===== config.mk =====
export PLATFORM = sky130hd
export DESIGN_NAME = clipped_line_rasterizer_top_flat
export DESIGN_NICKNAME = d
export VERILOG_FILES = /design/src/design/clr_pkg.sv /design/src/design/clr_ifs.sv /design/src/design/clr_setup.sv /design/src/design/clr_step.sv /design/src/design/clipped_line_rasterizer_top.sv /design/src/flat_wrapper.sv
export SDC_FILE = /design/constraint.sdc
export NUM_CORES = 1
export LEC_CHECK = 0
export BUFFER_PORTS_ARGS = -buffer_cell sky130_fd_sc_hd__buf_2
export CORE_UTILIZATION = 57
export DETAILED_ROUTE_END_ITERATION = 8
export PLACE_DENSITY = 0.83
export SETUP_SLACK_MARGIN = 0.2
export SLEW_MARGIN = 20
export SYNTH_ARGS = -nofsm -noshare
export SYNTH_HDL_FRONTEND = slang
export SYNTH_SLANG_ARGS = --single-unit

===== constraint.sdc =====
create_clock -name clk_i -period 8.2 [get_ports clk_i]
set_input_delay 2.46 -clock clk_i [delete_from_list [all_inputs] [get_ports clk_i]]
set_output_delay 2.46 -clock clk_i [all_outputs]
set_load 0.02 [all_outputs]

===== src/design/clr_pkg.sv =====
// Shared constants, types and helper functions of the line rasterizer.
package clr_pkg;

  localparam int DEF_COORD_BITS = 12;
  localparam int SCREEN_W       = 12;
  localparam int COLOR_W        = 16;
  localparam int CFG_IDX_W      = 4;
  // Wide enough for any coordinate (up to 16 bits) and a screen limit, signed.
  localparam int CMP_W          = 18;

  // Configuration register indexes.
  localparam logic [CFG_IDX_W-1:0] REG_SCREEN_WIDTH  = CFG_IDX_W'(0);
  localparam logic [CFG_IDX_W-1:0] REG_SCREEN_HEIGHT = CFG_IDX_W'(1);

  localparam logic [SCREEN_W-1:0] SCREEN_WIDTH_RST  = SCREEN_W'(800);
  localparam logic [SCREEN_W-1:0] SCREEN_HEIGHT_RST = SCREEN_W'(480);

  // Input item modes.
  localparam logic MODE_START = 1'b0;
  localparam logic MODE_STEP  = 1'b1;

  // Drawing kinds.
  localparam logic [1:0] KIND_HSPAN  = 2'd0;
  localparam logic [1:0] KIND_VSPAN  = 2'd1;
  localparam logic [1:0] KIND_WALK_X = 2'd2;
  localparam logic [1:0] KIND_WALK_Y = 2'd3;

  // Line control state passed between the setup, step and state registers.
  typedef struct packed {
    logic [1:0] kind;
    logic       neg_x;
    logic       neg_y;
    logic       active;
  } ctl_t;

  // Per-pixel flags of a result transaction.
  typedef struct packed {
    logic visible;
    logic last;
    logic idle;
  } flags_t;

  // True when the point lies inside the configured screen.
  function automatic logic on_screen(input logic signed [CMP_W-1:0] x,
                                     input logic signed [CMP_W-1:0] y,
                                     input logic [SCREEN_W-1:0]     w,
                                     input logic [SCREEN_W-1:0]     h);
    logic signed [CMP_W-1:0] ws;
    logic signed [CMP_W-1:0] hs;
    ws = signed'(CMP_W'(w));
    hs = signed'(CMP_W'(h));
    return !x[CMP_W-1] && !y[CMP_W-1] && (x < ws) && (y < hs);
  endfunction

endpackage


===== src/design/clr_ifs.sv =====
// Handshake interfaces for the item, pixel and configuration channels.
interface clr_item_if #(
  parameter int COORD_BITS = clr_pkg::DEF_COORD_BITS
) ();
  import clr_pkg::*;

  logic                         valid;
  logic                         ready;
  logic                         mode;
  logic signed [COORD_BITS-1:0] x_start;
  logic signed [COORD_BITS-1:0] y_start;
  logic signed [COORD_BITS-1:0] x_end;
  logic signed [COORD_BITS-1:0] y_end;
  logic [COLOR_W-1:0]           line_color;

  modport source (output valid, mode, x_start, y_start, x_end, y_end, line_color,
                  input ready);
  modport sink   (input valid, mode, x_start, y_start, x_end, y_end, line_color,
                  output ready);
endinterface

interface clr_pixel_if #(
  parameter int COORD_BITS = clr_pkg::DEF_COORD_BITS
) ();
  import clr_pkg::*;

  logic                         valid;
  logic                         ready;
  logic signed [COORD_BITS-1:0] pixel_x;
  logic signed [COORD_BITS-1:0] pixel_y;
  logic [COLOR_W-1:0]           pixel_color;
  logic                         visible;
  logic                         last;
  logic                         idle;

  modport source (output valid, pixel_x, pixel_y, pixel_color, visible, last, idle,
                  input ready);
  modport sink   (input valid, pixel_x, pixel_y, pixel_color, visible, last, idle,
                  output ready);
endinterface

interface clr_cfg_if ();
  import clr_pkg::*;

  logic                 valid;
  logic                 ready;
  logic [CFG_IDX_W-1:0] index;
  logic [SCREEN_W-1:0]  data;

  modport source (output valid, index, data, input ready);
  modport sink   (input valid, index, data, output ready);
endinterface


===== src/design/clr_setup.sv =====
// Line setup: classifies a new line, clamps spans and prepares the error walk.
module clr_setup #(
  parameter int COORD_BITS = clr_pkg::DEF_COORD_BITS
) (
  input  logic signed [COORD_BITS-1:0]   x_start_i,
  input  logic signed [COORD_BITS-1:0]   y_start_i,
  input  logic signed [COORD_BITS-1:0]   x_end_i,
  input  logic signed [COORD_BITS-1:0]   y_end_i,
  input  logic [clr_pkg::SCREEN_W-1:0]   screen_width_i,
  input  logic [clr_pkg::SCREEN_W-1:0]   screen_height_i,
  output logic signed [COORD_BITS-1:0]   cur_x_o,
  output logic signed [COORD_BITS-1:0]   cur_y_o,
  output logic signed [COORD_BITS-1:0]   stop_x_o,
  output logic signed [COORD_BITS-1:0]   stop_y_o,
  output logic [COORD_BITS:0]            error_acc_o,
  output logic [COORD_BITS-1:0]          major_delta_o,
  output logic [COORD_BITS-1:0]          minor_delta_o,
  output clr_pkg::ctl_t                  ctl_o,
  output logic signed [COORD_BITS-1:0]   pixel_x_o,
  output logic signed [COORD_BITS-1:0]   pixel_y_o,
  output clr_pkg::flags_t                flags_o
);
  import clr_pkg::*;

  logic signed [CMP_W-1:0] xs, ys, xe, ye;
  logic signed [CMP_W-1:0] lo, hi, lo_c, hi_c, fixed, lim, flim;
  logic signed [CMP_W-1:0] sx, sy, ex, ey;
  logic signed [CMP_W-1:0] dx, dy, major;
  logic                    horiz, vert, zero_len, span_off;

  assign xs = CMP_W'(x_start_i);
  assign ys = CMP_W'(y_start_i);
  assign xe = CMP_W'(x_end_i);
  assign ye = CMP_W'(y_end_i);

  assign zero_len = (xs == xe) && (ys == ye);
  assign horiz    = (ys == ye);
  assign vert     = (xs == xe);

  // Span bounds along the running axis, end pixel left out, then clamped.
  always_comb begin
    if (horiz) begin
      lo    = (xs > xe) ? xe + CMP_W'(1) : xs;
      hi    = (xs > xe) ? xs : xe - CMP_W'(1);
      fixed = ys;
      lim   = signed'(CMP_W'(screen_width_i));
      flim  = signed'(CMP_W'(screen_height_i));
    end else begin
      lo    = (ys > ye) ? ye + CMP_W'(1) : ys;
      hi    = (ys > ye) ? ys : ye - CMP_W'(1);
      fixed = xs;
      lim   = signed'(CMP_W'(screen_height_i));
      flim  = signed'(CMP_W'(screen_width_i));
    end
    lo_c     = lo[CMP_W-1] ? '0 : lo;
    hi_c     = (hi > lim - CMP_W'(1)) ? lim - CMP_W'(1) : hi;
    span_off = (lo_c > hi_c) || fixed[CMP_W-1] || (fixed >= flim);
    // Span pixel positions: first and last, laid along the running axis.
    sx = horiz ? lo_c : fixed;
    sy = horiz ? fixed : lo_c;
    ex = horiz ? hi_c : fixed;
    ey = horiz ? fixed : hi_c;
  end

  // Deltas of the error walk.
  assign dx    = (xe > xs) ? xe - xs : xs - xe;
  assign dy    = (ye > ys) ? ye - ys : ys - ye;
  assign major = (dx >= dy) ? dx : dy;

  // Pick the new line state and its first pixel.
  always_comb begin
    cur_x_o       = x_start_i;
    cur_y_o       = y_start_i;
    stop_x_o      = x_end_i;
    stop_y_o      = y_end_i;
    error_acc_o   = '0;
    major_delta_o = COORD_BITS'(major);
    minor_delta_o = (dx >= dy) ? COORD_BITS'(dy) : COORD_BITS'(dx);
    ctl_o.kind    = KIND_HSPAN;
    ctl_o.neg_x   = !(xe > xs);
    ctl_o.neg_y   = !(ye > ys);
    ctl_o.active  = 1'b0;
    pixel_x_o     = x_start_i;
    pixel_y_o     = y_start_i;
    flags_o.idle  = 1'b0;
    flags_o.last  = 1'b1;
    flags_o.visible = 1'b0;
    if (zero_len) begin
      // Single pixel line.
      flags_o.visible = on_screen(xs, ys, screen_width_i, screen_height_i);
    end else if (horiz || vert) begin
      if (!span_off) begin
        ctl_o.kind      = horiz ? KIND_HSPAN : KIND_VSPAN;
        cur_x_o         = COORD_BITS'(sx);
        cur_y_o         = COORD_BITS'(sy);
        stop_x_o        = COORD_BITS'(ex);
        stop_y_o        = COORD_BITS'(ey);
        ctl_o.active    = (lo_c != hi_c);
        pixel_x_o       = COORD_BITS'(sx);
        pixel_y_o       = COORD_BITS'(sy);
        flags_o.last    = (lo_c == hi_c);
        flags_o.visible = on_screen(sx, sy, screen_width_i, screen_height_i);
      end
    end else begin
      // Error walk starts at half the major delta and includes both ends.
      ctl_o.kind      = (dx >= dy) ? KIND_WALK_X : KIND_WALK_Y;
      error_acc_o     = {1'b0, major_delta_o >> 1};
      ctl_o.active    = 1'b1;
      flags_o.last    = 1'b0;
      flags_o.visible = on_screen(xs, ys, screen_width_i, screen_height_i);
    end
  end

endmodule


===== src/design/clr_step.sv =====
// Step unit: advances the active line by one pixel.
module clr_step #(
  parameter int COORD_BITS = clr_pkg::DEF_COORD_BITS
) (
  input  logic signed [COORD_BITS-1:0]  cur_x_i,
  input  logic signed [COORD_BITS-1:0]  cur_y_i,
  input  logic signed [COORD_BITS-1:0]  stop_x_i,
  input  logic signed [COORD_BITS-1:0]  stop_y_i,
  input  logic [COORD_BITS:0]           error_acc_i,
  input  logic [COORD_BITS-1:0]         major_delta_i,
  input  logic [COORD_BITS-1:0]         minor_delta_i,
  input  clr_pkg::ctl_t                 ctl_i,
  input  logic [clr_pkg::COLOR_W-1:0]   held_color_i,
  input  logic [clr_pkg::SCREEN_W-1:0]  screen_width_i,
  input  logic [clr_pkg::SCREEN_W-1:0]  screen_height_i,
  output logic signed [COORD_BITS-1:0]  cur_x_o,
  output logic signed [COORD_BITS-1:0]  cur_y_o,
  output logic [COORD_BITS:0]           error_acc_o,
  output logic                          active_o,
  output logic [clr_pkg::COLOR_W-1:0]   pixel_color_o,
  output clr_pkg::flags_t               flags_o
);
  import clr_pkg::*;

  localparam logic [COORD_BITS-1:0] One = COORD_BITS'(1);

  logic signed [COORD_BITS-1:0] x_walk, y_walk;
  logic [COORD_BITS:0]          acc_sum, acc_red;
  logic                         acc_wrap, last;

  // Signed unit steps along each axis.
  assign x_walk = ctl_i.neg_x ? cur_x_i - One : cur_x_i + One;
  assign y_walk = ctl_i.neg_y ? cur_y_i - One : cur_y_i + One;

  // Error accumulate and wrap for the walk kinds.
  assign acc_sum  = error_acc_i + {1'b0, minor_delta_i};
  assign acc_wrap = (acc_sum >= {1'b0, major_delta_i});
  assign acc_red  = acc_wrap ? acc_sum - {1'b0, major_delta_i} : acc_sum;

  always_comb begin
    cur_x_o     = cur_x_i;
    cur_y_o     = cur_y_i;
    error_acc_o = error_acc_i;
    last        = 1'b0;
    case (ctl_i.kind)
      KIND_HSPAN: begin
        cur_x_o = cur_x_i + One;
        last    = (cur_x_o >= stop_x_i);
      end
      KIND_VSPAN: begin
        cur_y_o = cur_y_i + One;
        last    = (cur_y_o >= stop_y_i);
      end
      KIND_WALK_X: begin
        cur_x_o     = x_walk;
        cur_y_o     = acc_wrap ? y_walk : cur_y_i;
        error_acc_o = acc_red;
        last        = (x_walk == stop_x_i);
      end
      KIND_WALK_Y: begin
        cur_y_o     = y_walk;
        cur_x_o     = acc_wrap ? x_walk : cur_x_i;
        error_acc_o = acc_red;
        last        = (y_walk == stop_y_i);
      end
      default: begin
        last = 1'b1;
      end
    endcase
  end

  // A step with no line in progress reports idle with blank color and flags.
  always_comb begin
    if (ctl_i.active) begin
      active_o        = !last;
      pixel_color_o   = held_color_i;
      flags_o.idle    = 1'b0;
      flags_o.last    = last;
      flags_o.visible = on_screen(CMP_W'(cur_x_o), CMP_W'(cur_y_o),
                                  screen_width_i, screen_height_i);
    end else begin
      active_o        = 1'b0;
      pixel_color_o   = '0;
      flags_o.idle    = 1'b1;
      flags_o.last    = 1'b0;
      flags_o.visible = 1'b0;
    end
  end

endmodule


===== src/design/clipped_line_rasterizer_top.sv =====
// Top level of the clipped line rasterizer: channels, state and pipeline registers.
//
// Each item (a line start or a step) yields exactly one pixel transaction. The block
// takes one item per clock while the pixel output is not stalled; an accepted item
// passes through the input register, then through the setup or step logic into
// the result register; the add and compare of the error walk sit in that logic and
// set the rate. Configuration writes are always ready and take effect on the
// next clock; screen registers reset to 800 by 480.
module clipped_line_rasterizer_top #(
  parameter int COORD_BITS = clr_pkg::DEF_COORD_BITS
) (
  input  logic         clk_i,
  input  logic         rst_ni,
  clr_item_if.sink     item_if,
  clr_pixel_if.source  pixel_if,
  clr_cfg_if.sink      cfg_if
);
  import clr_pkg::*;

  // Configuration registers.
  logic [SCREEN_W-1:0] screen_width_q, screen_height_q;

  assign cfg_if.ready = 1'b1;

  always_ff @(posedge clk_i or negedge rst_ni) begin
    if (!rst_ni) begin
      screen_width_q  <= SCREEN_WIDTH_RST;
      screen_height_q <= SCREEN_HEIGHT_RST;
    end else if (cfg_if.valid) begin
      case (cfg_if.index)
        REG_SCREEN_WIDTH:  screen_width_q  <= cfg_if.data;
        REG_SCREEN_HEIGHT: screen_height_q <= cfg_if.data;
        default: ;
      endcase
    end
  end

  // Input register stage.
  logic                         in_valid_q;
  logic                         mode_q;
  logic signed [COORD_BITS-1:0] x_start_q, y_start_q, x_end_q, y_end_q;
  logic [COLOR_W-1:0]           line_color_q;
  logic                         out_valid_q;
  logic                         fire;

  assign fire          = in_valid_q && (!out_valid_q || pixel_if.ready);
  assign item_if.ready = !in_valid_q || fire;

  always_ff @(posedge clk_i or negedge rst_ni) begin
    if (!rst_ni) begin
      in_valid_q <= 1'b0;
    end else if (item_if.ready) begin
      in_valid_q <= item_if.valid;
    end
  end

  always_ff @(posedge clk_i) begin
    if (item_if.valid && item_if.ready) begin
      mode_q       <= item_if.mode;
      x_start_q    <= item_if.x_start;
      y_start_q    <= item_if.y_start;
      x_end_q      <= item_if.x_end;
      y_end_q      <= item_if.y_end;
      line_color_q <= item_if.line_color;
    end
  end

  // Line state.
  logic signed [COORD_BITS-1:0] cur_x_q, cur_y_q, stop_x_q, stop_y_q;
  logic [COORD_BITS:0]          error_acc_q;
  logic [COORD_BITS-1:0]        major_delta_q, minor_delta_q;
  ctl_t                         ctl_q;
  logic [COLOR_W-1:0]           held_color_q;

  // Setup results.
  logic signed [COORD_BITS-1:0] su_cur_x, su_cur_y, su_stop_x, su_stop_y;
  logic [COORD_BITS:0]          su_error_acc;
  logic [COORD_BITS-1:0]        su_major, su_minor;
  ctl_t                         su_ctl;
  logic signed [COORD_BITS-1:0] su_pixel_x, su_pixel_y;
  flags_t                       su_flags;

  clr_setup #(
    .COORD_BITS (COORD_BITS)
  ) u_setup (
    .x_start_i       (x_start_q),
    .y_start_i       (y_start_q),
    .x_end_i         (x_end_q),
    .y_end_i         (y_end_q),
    .screen_width_i  (screen_width_q),
    .screen_height_i (screen_height_q),
    .cur_x_o         (su_cur_x),
    .cur_y_o         (su_cur_y),
    .stop_x_o        (su_stop_x),
    .stop_y_o        (su_stop_y),
    .error_acc_o     (su_error_acc),
    .major_delta_o   (su_major),
    .minor_delta_o   (su_minor),
    .ctl_o           (su_ctl),
    .pixel_x_o       (su_pixel_x),
    .pixel_y_o       (su_pixel_y),
    .flags_o         (su_flags)
  );

  // Step results.
  logic signed [COORD_BITS-1:0] st_cur_x, st_cur_y;
  logic [COORD_BITS:0]          st_error_acc;
  logic                         st_active;
  logic [COLOR_W-1:0]           st_color;
  flags_t                       st_flags;

  clr_step #(
    .COORD_BITS (COORD_BITS)
  ) u_step (
    .cur_x_i         (cur_x_q),
    .cur_y_i         (cur_y_q),
    .stop_x_i        (stop_x_q),
    .stop_y_i        (stop_y_q),
    .error_acc_i     (error_acc_q),
    .major_delta_i   (major_delta_q),
    .minor_delta_i   (minor_delta_q),
    .ctl_i           (ctl_q),
    .held_color_i    (held_color_q),
    .screen_width_i  (screen_width_q),
    .screen_height_i (screen_height_q),
    .cur_x_o         (st_cur_x),
    .cur_y_o         (st_cur_y),
    .error_acc_o     (st_error_acc),
    .active_o        (st_active),
    .pixel_color_o   (st_color),
    .flags_o         (st_flags)
  );

  // State update when an item leaves the input register.
  always_ff @(posedge clk_i or negedge rst_ni) begin
    if (!rst_ni) begin
      cur_x_q       <= '0;
      cur_y_q       <= '0;
      stop_x_q      <= '0;
      stop_y_q      <= '0;
      error_acc_q   <= '0;
      major_delta_q <= '0;
      minor_delta_q <= '0;
      ctl_q         <= '0;
      held_color_q  <= '0;
    end else if (fire) begin
      if (mode_q == MODE_START) begin
        cur_x_q       <= su_cur_x;
        cur_y_q       <= su_cur_y;
        stop_x_q      <= su_stop_x;
        stop_y_q      <= su_stop_y;
        error_acc_q   <= su_error_acc;
        major_delta_q <= su_major;
        minor_delta_q <= su_minor;
        ctl_q         <= su_ctl;
        held_color_q  <= line_color_q;
      end else begin
        cur_x_q      <= st_cur_x;
        cur_y_q      <= st_cur_y;
        error_acc_q  <= st_error_acc;
        ctl_q.active <= st_active;
      end
    end
  end

  // Result register.
  logic signed [COORD_BITS-1:0] pixel_x_q, pixel_y_q;
  logic [COLOR_W-1:0]           pixel_color_q;
  flags_t                       flags_q;

  always_ff @(posedge clk_i or negedge rst_ni) begin
    if (!rst_ni) begin
      out_valid_q <= 1'b0;
    end else if (fire) begin
      out_valid_q <= 1'b1;
    end else if (pixel_if.ready) begin
      out_valid_q <= 1'b0;
    end
  end

  always_ff @(posedge clk_i) begin
    if (fire) begin
      if (mode_q == MODE_START) begin
        pixel_x_q     <= su_pixel_x;
        pixel_y_q     <= su_pixel_y;
        pixel_color_q <= line_color_q;
        flags_q       <= su_flags;
      end else begin
        pixel_x_q     <= st_flags.idle ? '0 : st_cur_x;
        pixel_y_q     <= st_flags.idle ? '0 : st_cur_y;
        pixel_color_q <= st_color;
        flags_q       <= st_flags;
      end
    end
  end

  assign pixel_if.valid       = out_valid_q;
  assign pixel_if.pixel_x     = pixel_x_q;
  assign pixel_if.pixel_y     = pixel_y_q;
  assign pixel_if.pixel_color = pixel_color_q;
  assign pixel_if.visible     = flags_q.visible;
  assign pixel_if.last        = flags_q.last;
  assign pixel_if.idle        = flags_q.idle;

endmodule


===== src/flat_wrapper.sv =====
// flat-port wrapper written by rule: the top's interface ports become plain ports
module clipped_line_rasterizer_top_flat import clr_pkg::*;
#(
  parameter int COORD_BITS = clr_pkg::DEF_COORD_BITS
)
  (clk_i, rst_ni, item_if_valid, item_if_mode, item_if_x_start, item_if_y_start, item_if_x_end, item_if_y_end, item_if_line_color, item_if_ready, pixel_if_valid, pixel_if_pixel_x, pixel_if_pixel_y, pixel_if_pixel_color, pixel_if_visible, pixel_if_last, pixel_if_idle, pixel_if_ready, cfg_if_valid, cfg_if_index, cfg_if_data, cfg_if_ready);
  clr_item_if #(.COORD_BITS(COORD_BITS)) item_if_i ();
  clr_pixel_if #(.COORD_BITS(COORD_BITS)) pixel_if_i ();
  clr_cfg_if cfg_if_i ();
  input  logic clk_i;
  input  logic rst_ni;
  input wire logic [$bits(item_if_i.valid)-1:0] item_if_valid;
  input wire logic [$bits(item_if_i.mode)-1:0] item_if_mode;
  input wire logic [$bits(item_if_i.x_start)-1:0] item_if_x_start;
  input wire logic [$bits(item_if_i.y_start)-1:0] item_if_y_start;
  input wire logic [$bits(item_if_i.x_end)-1:0] item_if_x_end;
  input wire logic [$bits(item_if_i.y_end)-1:0] item_if_y_end;
  input wire logic [$bits(item_if_i.line_color)-1:0] item_if_line_color;
  output wire logic [$bits(item_if_i.ready)-1:0] item_if_ready;
  output wire logic [$bits(pixel_if_i.valid)-1:0] pixel_if_valid;
  output wire logic [$bits(pixel_if_i.pixel_x)-1:0] pixel_if_pixel_x;
  output wire logic [$bits(pixel_if_i.pixel_y)-1:0] pixel_if_pixel_y;
  output wire logic [$bits(pixel_if_i.pixel_color)-1:0] pixel_if_pixel_color;
  output wire logic [$bits(pixel_if_i.visible)-1:0] pixel_if_visible;
  output wire logic [$bits(pixel_if_i.last)-1:0] pixel_if_last;
  output wire logic [$bits(pixel_if_i.idle)-1:0] pixel_if_idle;
  input wire logic [$bits(pixel_if_i.ready)-1:0] pixel_if_ready;
  input wire logic [$bits(cfg_if_i.valid)-1:0] cfg_if_valid;
  input wire logic [$bits(cfg_if_i.index)-1:0] cfg_if_index;
  input wire logic [$bits(cfg_if_i.data)-1:0] cfg_if_data;
  output wire logic [$bits(cfg_if_i.ready)-1:0] cfg_if_ready;
  assign item_if_i.valid = item_if_valid;
  assign item_if_i.mode = item_if_mode;
  assign item_if_i.x_start = item_if_x_start;
  assign item_if_i.y_start = item_if_y_start;
  assign item_if_i.x_end = item_if_x_end;
  assign item_if_i.y_end = item_if_y_end;
  assign item_if_i.line_color = item_if_line_color;
  assign item_if_ready = item_if_i.ready;
  assign pixel_if_valid = pixel_if_i.valid;
  assign pixel_if_pixel_x = pixel_if_i.pixel_x;
  assign pixel_if_pixel_y = pixel_if_i.pixel_y;
  assign pixel_if_pixel_color = pixel_if_i.pixel_color;
  assign pixel_if_visible = pixel_if_i.visible;
  assign pixel_if_last = pixel_if_i.last;
  assign pixel_if_idle = pixel_if_i.idle;
  assign pixel_if_i.ready = pixel_if_ready;
  assign cfg_if_i.valid = cfg_if_valid;
  assign cfg_if_i.index = cfg_if_index;
  assign cfg_if_i.data = cfg_if_data;
  assign cfg_if_ready = cfg_if_i.ready;
  clipped_line_rasterizer_top #(.COORD_BITS(COORD_BITS)) u_core (.clk_i(clk_i), .rst_ni(rst_ni), .item_if(item_if_i), .pixel_if(pixel_if_i), .cfg_if(cfg_if_i));
endmodule

### Yosys cells after proc, flatten, opt, wreduce, memory -nomap -nowiden

Index checks and enable logic that the tools add are counted.

| word-level totals | value |
|---|---|
| flip-flop bits (word level) | 240 |
| bits of input ports | 86 |
| output and inout port bits | 46 |
| word-level logic and storage cells | 177 |

| cells by class | value |
|---|---|
| add/sub/neg operators | 15 |
| order comparisons | 17 |
| equal/unequal tests | 11 |
| multiplexer cells | 69 |
| bitwise logic cells | 1 |
| reductions and logical operators | 36 |

Operator list:

| cell | number |
|---|---|
| $mux W12 | 28 |
| $mux W18 | 12 |
| $pmux W12 S3 | 2 |
| $lt A12 B13 Y1 | 4 |
| $sub A12 B12 Y13 | 4 |
| $eq A12 B12 Y1 | 4 |
| $gt A12 B12 Y1 | 4 |
| $mux W13 | 3 |
| $gt A18 B18 Y1 | 2 |
| $lt A18 B13 Y1 | 2 |
| $mux W16 | 2 |
| $add A12 B2 Y13 const B | 2 |
| $sub A12 B2 Y13 const B | 2 |
| $add A12 B1 Y12 const B | 2 |
| $ge A12 B12 Y1 | 2 |
| $sub A12 B1 Y12 const B | 2 |
| $mux W11 | 2 |
| $eq A18 B18 Y1 | 1 |
| $ge A18 B13 Y1 | 1 |
| $ge A18 B18 Y1 | 1 |
| $ne A18 B18 Y1 | 1 |
| $sub A18 B2 Y18 const B | 1 |
| $mux W17 | 1 |
| $add A13 B12 Y13 | 1 |
| other kinds (19) | 63 |

### Longest topological paths before layout

Gate-level depths: netlist (run 1).

| depth | value |
|---|---|
| word-level depth | 13 |
| gate-level depth with buffers | 40 |
| gate-level depth less buffers | 32 |

### Cells and area by module

From an unflattened synthesis (run 1), not the netlist that was laid out.

| second synthesis, totals | value |
|---|---|
| cell total of the unflattened synthesis | 2,688 |
| area total of the unflattened synthesis | 23,147.2 um^2 |

By module, submodules not included:

| module | times used | cells each | area each (um^2) | seq. area each (um^2) |
|---|---|---|---|---|
| clr_setup | 1 | 1,432 | 9,374.0 | 0.0 |
| clipped_line_rasterizer_top | 1 | 586 | 9,143.8 | 6,555.0 |
| clr_step | 1 | 670 | 4,629.4 | 0.0 |

### Worst setup path before layout (run 1)

OpenSTA, ideal clock, no wires.

| path | value |
|---|---|
| path type | register to register |
| start | register u_core.y_start_q[11] |
| end | register u_core.cur_x_q[3] |
| setup time | 96 ps |
| arrival time | 7,609 ps |
| path slack | 495 ps |
| stages on the path, launching flop included | 37 |
| buffers on the path | 7 |
| path through | edfxtp_1 -> clkbuf_1 -> inv_1 -> ha_1 -> nand4_4 -> nor3_4 -> buf_2 -> clkbuf_1 -> clkbuf_1 -> nor2_1 -> a21oi_1 -> ha_1 -> o211ai_2 -> a21oi_2 -> nand3_1 -> xnor2_1 -> mux2i_1 -> ha_1 -> a21o_1 -> a2111oi_0 -> o22ai_1 -> a31o_2 -> clkbuf_1 -> clkbuf_1 -> o31ai_1 -> ha_1 -> and4_1 -> nand3_1 -> a21oi_1 -> nor3b_1 -> a211oi_1 -> nand2_1 -> a32o_1 -> buf_4 -> nand4_4 -> mux2_1 -> o221ai_1 |

| on the way | value |
|---|---|
| word-level cells in the longest chain between the ends | 12 |

RTL lines:

| item | RTL line | source |
|---|---|---|
| from (decl) | clipped_line_rasterizer_top.sv:41 | `logic signed [COORD_BITS-1:0] x_start_q, y_start_q, x_end_q, y_end_q;` |
| from (signal assigned) | clipped_line_rasterizer_top.sv:61 | `y_start_q <= item_if.y_start;` |
| $eq A12 B12 Y1 or $gt A12 B12 Y1 (tied branches) | n/a |  |
| $mux W12 or $mux W18 (tied branches) | clr_setup.sv:42, clr_setup.sv:50 |  |
| $sub A18 B2 Y18 or $mux W18 (tied branches) | clr_setup.sv:56, clr_setup.sv:42 |  |
| $gt A18 B18 Y1 | clr_setup.sv:56 | `hi_c = (hi > lim - CMP_W'(1)) ? lim - CMP_W'(1) : hi;` |
| $mux W18 | clr_setup.sv:56 |  |
| $gt A18 B18 Y1 | clr_setup.sv:57 | `span_off = (lo_c > hi_c) \|\| fixed[CMP_W-1] \|\| (fixed >= flim);` |
| $logic_or A1 B1 Y1 (2 in series) | clr_setup.sv:57 |  |
| $mux W12 | clr_setup.sv:92 | `if (!span_off) begin` |
| $mux W12 | clr_setup.sv:91 | `end else if (horiz \|\| vert) begin` |
| $mux W12 * | clr_setup.sv:88 | `if (zero_len) begin` |
| $mux W12 * | clipped_line_rasterizer_top.sv:147 | `if (mode_q == MODE_START) begin` |
| to (signal assigned) | clipped_line_rasterizer_top.sv:148 | `cur_x_q <= su_cur_x;` |
| to (signal assigned) | clipped_line_rasterizer_top.sv:158 | `cur_x_q <= st_cur_x;` |
| to (decl) | clipped_line_rasterizer_top.sv:69 | `logic signed [COORD_BITS-1:0] cur_x_q, cur_y_q, stop_x_q, stop_y_q;` |

Every way passes the cells marked *; elsewhere a longest branch is shown, timed or not.
A chain may end at the register's enable or synchronous reset.

### Worst setup path in the final report (run 1)

| path | value |
|---|---|
| start | register u_core.x_start_q[5] |
| end | register u_core.pixel_y_q[8], in the netlist u_core.pixel_if.pixel_y[8], data pin |

| on the way | value |
|---|---|
| word-level cells in the longest chain between the ends | 12 |

RTL lines:

| item | RTL line | source |
|---|---|---|
| from (decl) | clipped_line_rasterizer_top.sv:41 |  |
| from (signal assigned) | clipped_line_rasterizer_top.sv:60 | `x_start_q <= item_if.x_start;` |
| $gt A12 B12 Y1 | clr_setup.sv:43, clr_setup.sv:44 |  |
| $mux W18 | clr_setup.sv:44 | `hi = (xs > xe) ? xs : xe - CMP_W'(1);` |
| $mux W18 | clr_setup.sv:42 | `if (horiz) begin` |
| $gt A18 B18 Y1 | clr_setup.sv:56 |  |
| $mux W18 | clr_setup.sv:56 |  |
| $gt A18 B18 Y1 | clr_setup.sv:57 |  |
| $logic_or A1 B1 Y1 (2 in series) | clr_setup.sv:57 |  |
| $mux W12 | clr_setup.sv:92 |  |
| $mux W12 | clr_setup.sv:91 |  |
| $mux W12 * | clr_setup.sv:88 |  |
| $mux W12 * | clipped_line_rasterizer_top.sv:183 | `if (mode_q == MODE_START) begin` |
| to (signal assigned) | clipped_line_rasterizer_top.sv:185 | `pixel_y_q <= su_pixel_y;` |
| to (signal assigned) | clipped_line_rasterizer_top.sv:190 | `pixel_y_q <= st_flags.idle ? '0 : st_cur_y;` |
| to (decl) | clipped_line_rasterizer_top.sv:167 | `logic signed [COORD_BITS-1:0] pixel_x_q, pixel_y_q;` |

Marks and branches as above.

==> results.md, run 1 <==
- Initial antenna violation count: 1
- Post-Synthesis Cells: ~2600
- Cell Area, Placed: 23100 µm²
- Final Net Count: roughly 3000
- Port bufs: 130
- Worst IR Drop VDD: approximately 0.25 mV
- Final count of pins violating max slew: 0
- Final TNS setup: 0 ns
- Leakage: 10.6 nW
- CTS Buf Count: 27
- Core area: roughly 37000 µm²
- Largest net degree at the start of global routing: 69
- Clk sinks: between 200 and 250
- H-Tree Depth: 1
- Cell Rows: 71
- Slowest stage cell, crit path: edfxtp_1
- Mapped Area: ~22000 µm²
- Post-synth EDFFs: roughly 110
- Boundary Pins: 132
- Worst-Skew Late Latency: 0.58 ns
- Detailed-placement wirelength estimate: ~65000 µm
- Worst-path fanout max: 17
- Area Growth Syn to Fin: 11.5%
- Crit path launch type: register
- Residual DRC: 0
- Fin area: 24100 µm²
- PwrDens: approximately 330 nW/µm²
- TritonCTS clock tree: yes
- Routed WL per cell: roughly 26 µm
- Commonest non-fill, non-tap cell in the layout: nand2_1
- Clk root buf: clkbuf_16
- Vias in the first global route: about 20000
- Vias per Instance: approximately 6.6
- Die Area: 38800 µm²
- CP bufs+invs: 5
- Syn Nets: a little under 3000
- Placer Congestion: 1.09
- Antenna diodes: 0
- 1st-pass router iterations: 6
- Final Skew: 0.00965 ns
- Crit-path max cell delay: around 0.65 ns
- Outcome: completed
- Fraction of layout instances using a drive strength above 1: roughly 14%
- # setup viols final: 0
- First-pass GRT wire length: about 120000 µm
- Worst Path Arrival: 8.01 ns
- WP data required: ~8.5 ns
- Top_reg_cell synth: dfrtp_1
- Register clock-pin slew on the reported worst setup and hold paths: 0.07 ns
- Starting DRT DRC Count: about 2700
- Endpoints failing hold: 0
- Worst relative slew slack: 19.8%
- CTS Hold Buffers Added: 0
- Fin crit period: 7.70 ns
- Post-route ant nets: 0
- Most frequent cells in the layout: 301 x nand2_1, 219 x ha_1, 203 x nor2_1, 180 x o21ai_0, 166 x a21oi_1
- Die Ht: 197 µm
- Design Power: 8.05 mW
- DRT Wirelength: 82600 µm
- Part of the Yosys area used for sequential elements: between 30% and 40%
- Max cap viols: 0
- Max Buffers Root-to-Sink: 3
- Hold WC Path Type: reg -> reg
- Async SR Flop Fraction: a little under three fifths
- Synthesis Warnings: 0
- Setup Crit Path Kind: reg -> reg
- Syn avg cell area: around 8.4 µm²
- Initial core utilization: 57.8%
- FF+latch count, synth: 240
- Final period utilization: between 90% and 100%
- Total GRT Usage: between 40% and 50%
- Synth unique cells: roughly 110
- RSZ-0062 raised after global routing: no
- Total number of vias: between 20000 and 25000
- Die width: between 150 and 200 µm
- Crit end category: register
- CP delay by family, top: compound AO/OA/AOI/OAI gates
- Slew @ Worst Pin: 1.19 ns
- Grt ovf: 0
- Fmax: ~0.13 GHz
==> synth_stat cells, types with 29 or more instances <==
master	n	area, µm²
dfrtp_1	125	3130
a211oi_1	43	323
edfxtp_1	108	3240
clkbuf_1	92	345
a21oi_1	167	836
nor3_1	43	215
xnor2_1	138	1210
mux2i_1	55	551
a31oi_1	32	200
nand2_1	302	1130
o21ai_0	182	911
xor2_1	31	272
nand4_1	30	188
o211ai_1	29	218
inv_1	160	601
ha_1	224	2800
nand3_1	78	390
a21o_1	42	315
nor2_1	205	769
==> stage by stage <==
stage	cells	util (%)	setup WS, ns	hold slack, ns
detailed placement	3174	61.7	0.453	0.464
global route	3228	64.4	0.134	0.489
floorplan	2574	-	0.495	0.442
CTS	3224	64.2	0.417	0.474
global placement	3174	61.7	0.697	0.449
finish	3228	64.4	0.498	0.469
==> routing by layer <==
| metal | GRT usage (%) | vias up | routed length (µm) |
|---|---|---|---|
| li1 | - | 9562 | - |
| met1 | 56.3 | 10200 | 32800 |
| met2 | 65.3 | 1359 | 35600 |
| met3 | 8.44 | 300 | 8900 |
| met4 | 22.2 | 2 | 5310 |
| met5 | 0 | - | 13 |
==> path summary, 6_finish.rpt <==
kind                       slack (ns)                    endpoint                    start  cells after the start
min in group asynchronous        1.87     u_core.minor_delta_q[8]                   rst_ni                      1
hold / removal                   0.47     u_core.held_color_q[10]  u_core.line_color_q[10]                      2
hold reg to reg                  0.47     u_core.held_color_q[10]  u_core.line_color_q[10]                      2
setup reg to reg                 0.50  u_core.pixel_if.pixel_y[8]      u_core.x_start_q[5]                     28
setup / recovery                 0.50  u_core.pixel_if.pixel_y[8]      u_core.x_start_q[5]                     28
max in group asynchronous        4.87  u_core.screen_height_q[10]                   rst_ni                      2
==> layout make-up <==
| type | count | area, µm² |
|---|---|---|
| inverters | 164 | 616 |
| fillers | 3200 | 13300 |
| clock buffers | 34 | 742 |
| clock inverters | 16 | 188 |
| well taps | 511 | 639 |
| flip-flops and latches | 240 | 6560 |
| repair buffers | 232 | 1440 |
| multi-input cells | 2031 | 14000 |
==> flip-flops by register name, summed over array words and instances (netlist names), 5 cells and up <==
signal	cells
u_core.ctl_q	5
u_core.cur_x_q	12
u_core.cur_y_q	12
u_core.error_acc_q	13
u_core.held_color_q	16
u_core.line_color_q	16
u_core.major_delta_q	12
u_core.minor_delta_q	12
u_core.pixel_if.pixel_color	16
u_core.pixel_if.pixel_x	12
u_core.pixel_if.pixel_y	12
u_core.screen_height_q	12
u_core.screen_width_q	12
u_core.stop_x_q	12
u_core.stop_y_q	12
u_core.x_end_q	12
u_core.x_start_q	12
u_core.y_end_q	12
u_core.y_start_q	12
==> where the power goes <==
group / switching [mW] / internal (mW) / leakage [nW] / total (mW)
Sequential: 0.353 / 1.54 / 2.63 / 1.90
Combinational: 2.97 / 1.90 / 7.50 / 4.87
Clock: 0.539 / 0.742 / 0.452 / 1.28
Total: 3.86 / 4.19 / 10.6 / 8.05
==> kinds of logic after synthesis <==
kind of cell    after synthesis  synth area share (%)
xor+xnor                    169                  6.84
compound gates              742                  22.3
buf+inv                     303                  5.50
other cells                   1                0.0173
simple gates                807                  17.6
mux                          82                  3.95
fa+ha+maj                   230                  13.5
flops                       240                  30.3
==> worst register-to-register path, delay by kind of cell (launching register included) <==
kind / cells / cell delay (ns)
buffers and inverters: 5 / 0.85
and+or+nand+nor: 6 / 1.53
AOI/OAI and AO/OA: 14 / 3.22
DFF: 1 / 0.65
adders and majority gates: 3 / 1.16
==> what timing repair did <==
| action | in CTS | in global routing |
|---|---|---|
| buffers inserted | 0 | 4 |
| gates resized for setup | 0 | 11 |
| setup endpoints to repair | 0 | 76 |
Power figures use the tool's default switching activity.
==> inputs of run 2 (changes only) <==
--- a/config.mk
+++ b/config.mk
@@ -5,9 +5,9 @@
 export SDC_FILE = /design/constraint.sdc
 export NUM_CORES = 1
 export LEC_CHECK = 0
-export BUFFER_PORTS_ARGS = -buffer_cell sky130_fd_sc_hd__buf_2
-export CORE_UTILIZATION = 57
+export CORE_UTILIZATION = 59
 export DETAILED_ROUTE_END_ITERATION = 8
+export DONT_BUFFER_PORTS = 1
 export PLACE_DENSITY = 0.83
 export SETUP_SLACK_MARGIN = 0.2
 export SLEW_MARGIN = 20
==> results.md, run 2 (synthesis gave the netlist of run 1 again) <==
- Fraction of layout instances using a drive strength above 1: 10.9%
- Cell Rows: approximately 70
- Register clock-pin slew on the reported worst setup and hold paths: roughly 0.070 ns
- Max cap viols: 0
- Die Area: approximately 37000 µm²
- Crit path launch type: register
- PwrDens: 349 nW/µm²
- CTS Buf Count: 27
- Setup Crit Path Kind: reg -> reg
- Final period utilization: between 90% and 100%
- Vias in the first global route: 20500
- Clock Power Share: 16.1%
- Boundary Pins: approximately 130
- Cell Int Power: 4.28 mW
- Hold WC Path Type: reg -> reg
- Fill cell count: 2869
- 1st-pass router iterations: 8
- Fmax: between 0.1 and 0.15 GHz
- Vias per Instance: about 7
- Crit end category: register
- Detailed-placement wirelength estimate: approximately 67000 µm
- Endpoints failing hold: 0
- Slowest stage cell, crit path: edfxtp_1
- Cell Area, Placed: roughly 23000 µm²
- Cell mode on critical path: buf_4
- Worst Path Arrival: ~8.3 ns
- Final TNS setup: 0 ns
- Worst relative slew slack: 24.6%
- Initial core utilization: approximately three fifths
- Outcome: completed
- Starting DRT DRC Count: around 3100
- Worst-path fanout max: 16
- Largest net degree at the start of global routing: ~130
- # setup viols final: 0
- Total number of vias: approximately 22000
- Total GRT Usage: 45.3%
- Footprint of the multi-input gates: about 14000 µm²
- Commonest non-fill, non-tap cell in the layout: nand2_1
- Post-route ant nets: 0
- Seq pwr share: a little under a quarter
- Final Util: 66.3%
- Crit-path max cell delay: around 0.49 ns
- Core area: 35800 µm²
- Net switching fraction of the power: 48.3%
- Worst-Skew Late Latency: about 0.60 ns
- Slew @ Worst Pin: around 1.1 ns
- Final Skew: between 0.015 and 0.02 ns
- Die width: approximately 190 µm
- Worst IR Drop VDD: slightly below 0.3 mV
- Grt ovf: 0
- Final Net Count: approximately 2900
- Residual DRC: 0
- Die Ht: a little under 200 µm
- Sw Pwr: 4.00 mW
- Initial antenna violation count: 2
- Final count of pins violating max slew: 0
- WP data required: between 8 and 9 ns
- Fin crit period: about 7.8 ns
- DRT Wirelength: ~86000 µm
- Clk sinks: between 200 and 250
- Clk root buf: clkbuf_16
- TritonCTS clock tree: yes
- Most frequent cells in the layout: 301 x nand2_1, 217 x ha_1, 203 x nor2_1, 182 x o21ai_0, 167 x a21oi_1
- Fin area: 23800 µm²
- Area Growth Syn to Fin: 9.75%
- Routed WL per cell: between 20 and 30 µm
- Leakage: between 10 and 15 nW
- Max Buffers Root-to-Sink: 3
- RSZ-0062 raised after global routing: no
- FF/Latch Area: 6560 µm²
- Port bufs: 0
- H-Tree Depth: 1
- First-pass GRT wire length: about 130000 µm
- Placer Congestion: approximately 1.1
- Logic gate share of total power: between 60% and 70%
run 2: cell count changes in the layout (fill, tap and decap cells not counted), sizes merged:
| cell | before | now |
|---|---|---|
| buf | 232 | 130 |
| clkinvlp | 3 | 2 |
| clkbuf | 34 | 37 |
| diode | 0 | 1 |
| inv | 164 | 162 |
run 2: metrics by stage:
stage	instances	total power [mW]	setup WS, ns	hold slack, ns
CTS	3066	8.05	0.268	0.479
detailed placement	3015	6.63	0.231	0.464
finish	3077	8.28	0.403	0.477
global placement	3015	6.45	0.312	0.449
floorplan	2574	5.20	0.495	0.442
global route	3077	8.71	0.193	0.502
run 2: timing repair:
action	CTS	global route
setup buffers	1	10
pin swaps	0	2
resized for setup	2	19
hold buffers	0	0
endpoints found under the setup margin	5	75
run 2: final timing paths:
path | from | to | slack (ns) | cells past startpoint
max in group asynchronous | rst_ni | u_core.screen_height_q[7] | 6.24 | 0
worst min register to register | u_core.held_color_q[10] | u_core.held_color_q[10] | 0.48 | 2
worst max register to register | u_core.y_start_q[4] | u_core.cur_x_q[7] | 0.40 | 34
min in group asynchronous | rst_ni | u_core.error_acc_q[10] | 1.59 | 0
worst max-delay path | u_core.y_start_q[4] | u_core.cur_x_q[7] | 0.40 | 34
worst min-delay path | u_core.held_color_q[10] | u_core.held_color_q[10] | 0.48 | 2
run 2: power by group through the flow:
| stage | registers, mW | clock network (mW) | logic (mW) |
|---|---|---|---|
| finish | 1.95 | 1.33 | 5.00 |
| global route | 1.96 | 1.39 | 5.36 |
| CTS | 1.92 | 1.34 | 4.79 |
| detailed placement | 1.94 | 0 | 4.69 |
| global placement | 1.93 | 0 | 4.53 |
| floorplan | 1.75 | 0 | 3.45 |
run 2: cell type report:
cell class	instances	share of cell area (%)
Multi-Input combinational cell	2031	59.0
Sequential cell	240	27.6
Timing Repair Buffer	130	4.26
Clock buffer	37	3.37
Inverter	164	2.59
Tap cell	461	2.43
Clock inverter	13	0.716
Antenna cell	1	0.0105
run 2: worst max-delay path: cells and delay by family (launching register included):
kind	cells	cell delay [ns]
AO/OA/AOI/OAI	12	2.95
XOR/XNOR	1	0.16
adder cells (fa/ha/maj)	4	1.18
buffers and inverters	6	1.01
flip-flops	1	0.49
multiplexers	2	0.47
AND/OR/NAND/NOR	9	1.39
run 2: routing by layer:
layer / GRT usage (%) / part of all wire [%]
met1: 59.5 / 38
met2: 68.6 / 43
met3: 10.6 / 13
met4: 25.9 / 7.0
met5: 0 / 0.013
